<file path="config.mk">
export PLATFORM = sky130hd
export DESIGN_NAME = si_fifo
export DESIGN_NICKNAME = d
export VERILOG_FILES = /design/src/rtl/si_pkg.sv /design/src/rtl/si_fifo.sv
export VERILOG_INCLUDE_DIRS = /design/src /design/src/rtl
export SDC_FILE = /design/constraint.sdc
export NUM_CORES = 1
export LEC_CHECK = 0
export ABC_AREA = 1
export BUFFER_PORTS_ARGS = -buffer_cell sky130_fd_sc_hd__buf_2
export CORE_UTILIZATION = 56
export CTS_CLUSTER_SIZE = 16
export DETAILED_ROUTE_END_ITERATION = 8
export GPL_ROUTABILITY_DRIVEN = 0
export PLACE_DENSITY = 0.86
export RECOVER_POWER = 100
export SETUP_SLACK_MARGIN = 0.4
export SKIP_LAST_GASP = 1
export SLEW_MARGIN = 10
export SYNTH_ARGS = -nofsm -noshare
export SYNTH_HDL_FRONTEND = slang
export SYNTH_SLANG_ARGS = --single-unit
</file>
<file path="constraint.sdc">
create_clock -name clk -period 2.2 [get_ports clk]
set_clock_uncertainty 0.05 [all_clocks]
set_input_delay 0.44 -clock clk [delete_from_list [all_inputs] [get_ports clk]]
set_output_delay 0.44 -clock clk [all_outputs]
set_load 0.02 [all_outputs]
</file>
<file path="src/rtl/segment_intersection_defines.svh">
// ----------------------------------------------------------------------------
// segment_intersection_defines
// Assertion macros shared by the segment intersection modules.
// ----------------------------------------------------------------------------
`ifndef SEGMENT_INTERSECTION_DEFINES_SVH
`define SEGMENT_INTERSECTION_DEFINES_SVH

// Check a consequence in the same cycle as its cause
`define SI_ASSERT_NOW(label, ante, cons, msg) \
    label: assert property (@(posedge clk) disable iff (!rst_n) (ante) |-> (cons)) \
        else $error(msg);

// Check a consequence in the cycle after its cause
`define SI_ASSERT_NEXT(label, ante, cons, msg) \
    label: assert property (@(posedge clk) disable iff (!rst_n) (ante) |=> (cons)) \
        else $error(msg);

`endif

</file>
<file path="src/rtl/si_pkg.sv">
// ----------------------------------------------------------------------------
// si_pkg
// Shared constants and types for the segment intersection block.
// ----------------------------------------------------------------------------
package si_pkg;

    // Default coordinate width (signed fixed point)
    localparam int COORD_BITS_DEF = 20;
    // Default result coordinate width (signed fixed point)
    localparam int OUT_BITS_DEF   = 32;
    // Entries in the queue between classifier and divider
    localparam int FIFO_DEPTH     = 4;

    // Classification flags carried with each request
    typedef struct packed {
        logic parallel;
        logic line_meets;
        logic seg_meet;
    } si_flags_t;

endpackage

</file>
<file path="src/rtl/si_fifo.sv">
// ----------------------------------------------------------------------------
// si_fifo
// Short register queue between the classifier and the divider.
// ----------------------------------------------------------------------------
`include "segment_intersection_defines.svh"

module si_fifo #(
    parameter int WIDTH = 8,
    parameter int DEPTH = si_pkg::FIFO_DEPTH
) (
    input  logic             clk,
    input  logic             rst_n,
    input  logic             in_valid,
    output logic             in_ready,
    input  logic [WIDTH-1:0] in_data,
    output logic             out_valid,
    input  logic             out_ready,
    output logic [WIDTH-1:0] out_data
);

    localparam int AW = $clog2(DEPTH);
    localparam int CNTW = $clog2(DEPTH + 1);

    logic [WIDTH-1:0] mem_reg [DEPTH];
    logic [AW-1:0]    wr_ptr_reg, rd_ptr_reg;
    logic [CNTW-1:0]  count_reg;
    logic             push, pop;

    assign in_ready  = (count_reg != CNTW'(DEPTH));
    assign out_valid = (count_reg != '0);
    assign push      = in_valid && in_ready;
    assign pop       = out_valid && out_ready;
    assign out_data  = mem_reg[rd_ptr_reg];

    // Advance pointers and fill count
    always_ff @(posedge clk or negedge rst_n)
    begin
        if (!rst_n)
        begin
            wr_ptr_reg <= '0;
            rd_ptr_reg <= '0;
            count_reg  <= '0;
        end
        else
        begin
            if (push)
                wr_ptr_reg <= (wr_ptr_reg == AW'(DEPTH - 1)) ? '0 : wr_ptr_reg + 1'b1;
            if (pop)
                rd_ptr_reg <= (rd_ptr_reg == AW'(DEPTH - 1)) ? '0 : rd_ptr_reg + 1'b1;
            if (push && !pop)
                count_reg <= count_reg + 1'b1;
            else if (pop && !push)
                count_reg <= count_reg - 1'b1;
        end
    end

    // Hold request payloads
    always_ff @(posedge clk)
    begin
        if (push)
            mem_reg[wr_ptr_reg] <= in_data;
    end

    `SI_ASSERT_NOW(a_cnt_max, 1'b1, count_reg <= CNTW'(DEPTH), "fifo count above depth")
    `SI_ASSERT_NEXT(a_cnt_up, push && !pop, count_reg == $past(count_reg) + 1'b1, "fifo count lost a push")

endmodule

</file>
==> flow_metrics.env <==
export IMPL_outcome="finished, violations left"
export IMPL_failed_checks="design-rule violations"
export IMPL_drtPass1Iterations=6
export IMPL_yosys_warnings=0
export IMPL_synth_area_leader_cell="edfxtp_1"
export IMPL_grt_use_met2_pct=34.6
export IMPL_layout_drive_gt1_share_pct=14.7
export IMPL_power_frac_seq_pct=39.5
export IMPL_intPower_mw=1.64
export IMPL_synth_area_per_cell_um2=11.5
export IMPL_start_kind="flop"
export IMPL_core_area_um2=2850
export IMPL_layout_min_cycle_time_ns=1.98
export IMPL_cp_end_kind="flop"
export IMPL_ys_seq_elements=39
export IMPL_antenna_found_initial=0
export IMPL_cts_buffers=5
export IMPL_cp_arrival_ns=2.16
export IMPL_slowest_stage="dfrtp_1"
export IMPL_rsz0062_at_grt="yes"
export IMPL_synthSimpleGateAreaFrac_pct=12.6
export IMPL_htree_num_levels=2
export IMPL_hpwl_mm=2.05
export IMPL_die_area_um2=3360
export IMPL_peakVddDrop_v=0.000809
export IMPL_cpMostUsedCell="inv_1"
export IMPL_port_buffers=21
export IMPL_power_mw=2.73
export IMPL_cp_slowest_stage_delay_ns=0.41
export IMPL_cts_tree="yes"
export IMPL_p_leak_nw=0.862
export IMPL_sw_frac_of_total_pct=39.8
export IMPL_io_pins=22
export IMPL_finalHoldViolations=0
export IMPL_dieHeight_um=58.0
export IMPL_grt_use_met3_pct=7.81
export IMPL_clockRootBuffer="clkbuf_4"
export IMPL_synthXorXnorAreaFrac_pct=0.499
export IMPL_drt_drc_violations_left=1
export IMPL_grt_usage_pct=20.1
export IMPL_clockBufferDepth=2
export IMPL_synth_compound_area_share_pct=7.13
export IMPL_vias_per_cell=5.35
export IMPL_clock_sinks=39
export IMPL_final_common_cell="nand2_1"
export IMPL_cap_violations=0
export IMPL_die_w_um=58.0
export IMPL_drtAntennaViolNets=0
export IMPL_dp_slack_ns=0.333
export IMPL_grt_busiest_layer="met2"
export IMPL_use_met1_pct=23.9
export IMPL_hp_class="primary input to flop"
export IMPL_syn_area_um2=1750
export IMPL_overflow=0
export IMPL_drtIter0Drc=42
export IMPL_muxShareOfSynthArea_pct=0
export IMPL_synth_nets=171
export IMPL_largest_register_ff_count=32
export IMPL_setup_viol=0
export IMPL_path_clk_slew_ns=0.11
export IMPL_diodes=0
export IMPL_area_growth_pct=14.7
export IMPL_yosys_area_share_adder_pct=5.42
export IMPL_cp_cell_sequence="inv_1, nand3_1, nand2_4, inv_1, ha_1, inv_2, fa_1, nand2_1, o21ai_0"
export IMPL_power_switching_mw=1.09
export IMPL_fin_tns_setup_ns=0
export IMPL_final_cell_mix="nand2_1, edfxtp_1, inv_1"
export IMPL_synth_top_family_by_area="simple AND/OR/NAND/NOR gates"
export IMPL_timing_final_crit_share_pct=90.0
export IMPL_synth_top_cell_area_share_pct=54.8
export IMPL_vias=1182
export IMPL_combPwrFrac_pct=43.3
export IMPL_ys_seq_area_share_pct=64.8
export IMPL_wl_mm=3.05
export IMPL_worst_ep_required_time_ns=2.37
export IMPL_clkLatencyLatePin_ns=0.34
export IMPL_worstPathMaxFanout=4
export IMPL_fmax_mhz=505
export IMPL_wl_per_cell_um=13.8
export IMPL_fin_ws_ns=0.219
export IMPL_synthTopCellsByArea="edfxtp_1, dfrtp_1, nand2_1"
export IMPL_row_count=19
export IMPL_stdcell_area_um2=2010
export IMPL_grt_pass1_wl_mm=4.83
export IMPL_tightest_slew_ns=0.547
export IMPL_slew_headroom_pct=63.5
export IMPL_fin_hold_ws_ns=0.299
export IMPL_grt_max_degree=24
export IMPL_powerDensity_nw_per_um2=1350
export IMPL_nNetsFinal=208
export IMPL_path_class="flop to flop"
export IMPL_clkPwrFrac_pct=17.2
export IMPL_postSynthCellCount=152
export IMPL_start_util_pct=61.5
export IMPL_yosysUniqueCellTypes=16
export IMPL_postPlaceCellArea_um2=1910
export IMPL_grt_pass1_vias=1125
export IMPL_slew_violations=0
## worst paths after layout
kind / start / endpoint / slack (ns) / cells past startpoint
max: count_reg[1] / count_reg[1] / 0.22 / 9
min in group asynchronous: rst_n / count_reg[1] / 0.48 / 2
min: in_data[7] / mem_reg[3][7] / 0.30 / 1
min reg2reg: wr_ptr_reg[1] / wr_ptr_reg[1] / 0.50 / 2
max reg2reg: count_reg[1] / count_reg[1] / 0.22 / 9
max in group asynchronous: rst_n / wr_ptr_reg[0] / 1.33 / 2
## metrics by stage
step,utilization (%),cells
final,70.5,221
after global routing,70.5,221
after CTS,70.9,217
after detailed placement,66.8,206
after global placement,66.8,206
after floorplan,-,152
## cells in the mapped netlist
cell type,count
o21ai_0,1
fa_1,1
inv_1,29
o211ai_1,16
nand3_1,6
dfrtp_1,7
edfxtp_1,32
nand3_2,1
nand4_1,1
ha_1,6
buf_6,5
nor2_1,6
inv_2,1
nand2_1,37
xnor2_1,1
nand2_2,2
## final cells by class
cell class	instances	area, um^2
clock inverters	3	43.8
multi-input cells	78	462
fillers	218	841
repair buffers	35	181
flip-flops and latches	39	1140
clock buffers	5	37.5
inverters	30	113
well taps	31	38.8
## cells by family (layout without fill, tap and decap cells)
kind of cell               Yosys count  count (layout)
buffers and inverters               35              73
xor gates and xnor gates             1               1
and+or+nand+nor                     53              53
DFF                                 39              39
AOI/OAI and AO/OA                   17              17
adders and majority gates            7               7
## power groups by stage
stage	clock (mW)	combinational (mW)	sequential, mW
floorplan	0	0.869	1.08
global placement	0	1.09	1.09
detailed placement	0	1.13	1.10
CTS	0.482	1.19	1.08
global route	0.508	1.32	1.09
finish	0.469	1.18	1.08
## critical path, delay by kind of cell, from the launching register on
family          cells  cell delay, ns
compound gates      1            0.08
fa+ha+maj           2            0.63
buf+inv             3            0.28
flops               1            0.41
simple gates        3            0.42
## metal layers
metal | part of all wire [%] | wire length [um]
met2 | 52 | 1590
met1 | 43 | 1320
met3 | 4.7 | 144
met4 | 0 | 0
met5 | 0 | 0
## what timing repair did
action	CTS	global route
setup endpoints to repair	10	10
gates cloned	0	0
setup buffers	2	4
endpoints found under the hold margin	7	0
hold buffers	1	0
pin swaps	0	9
resized for setup	5	6
No activity file was read; power rests on OpenSTA's default activity.
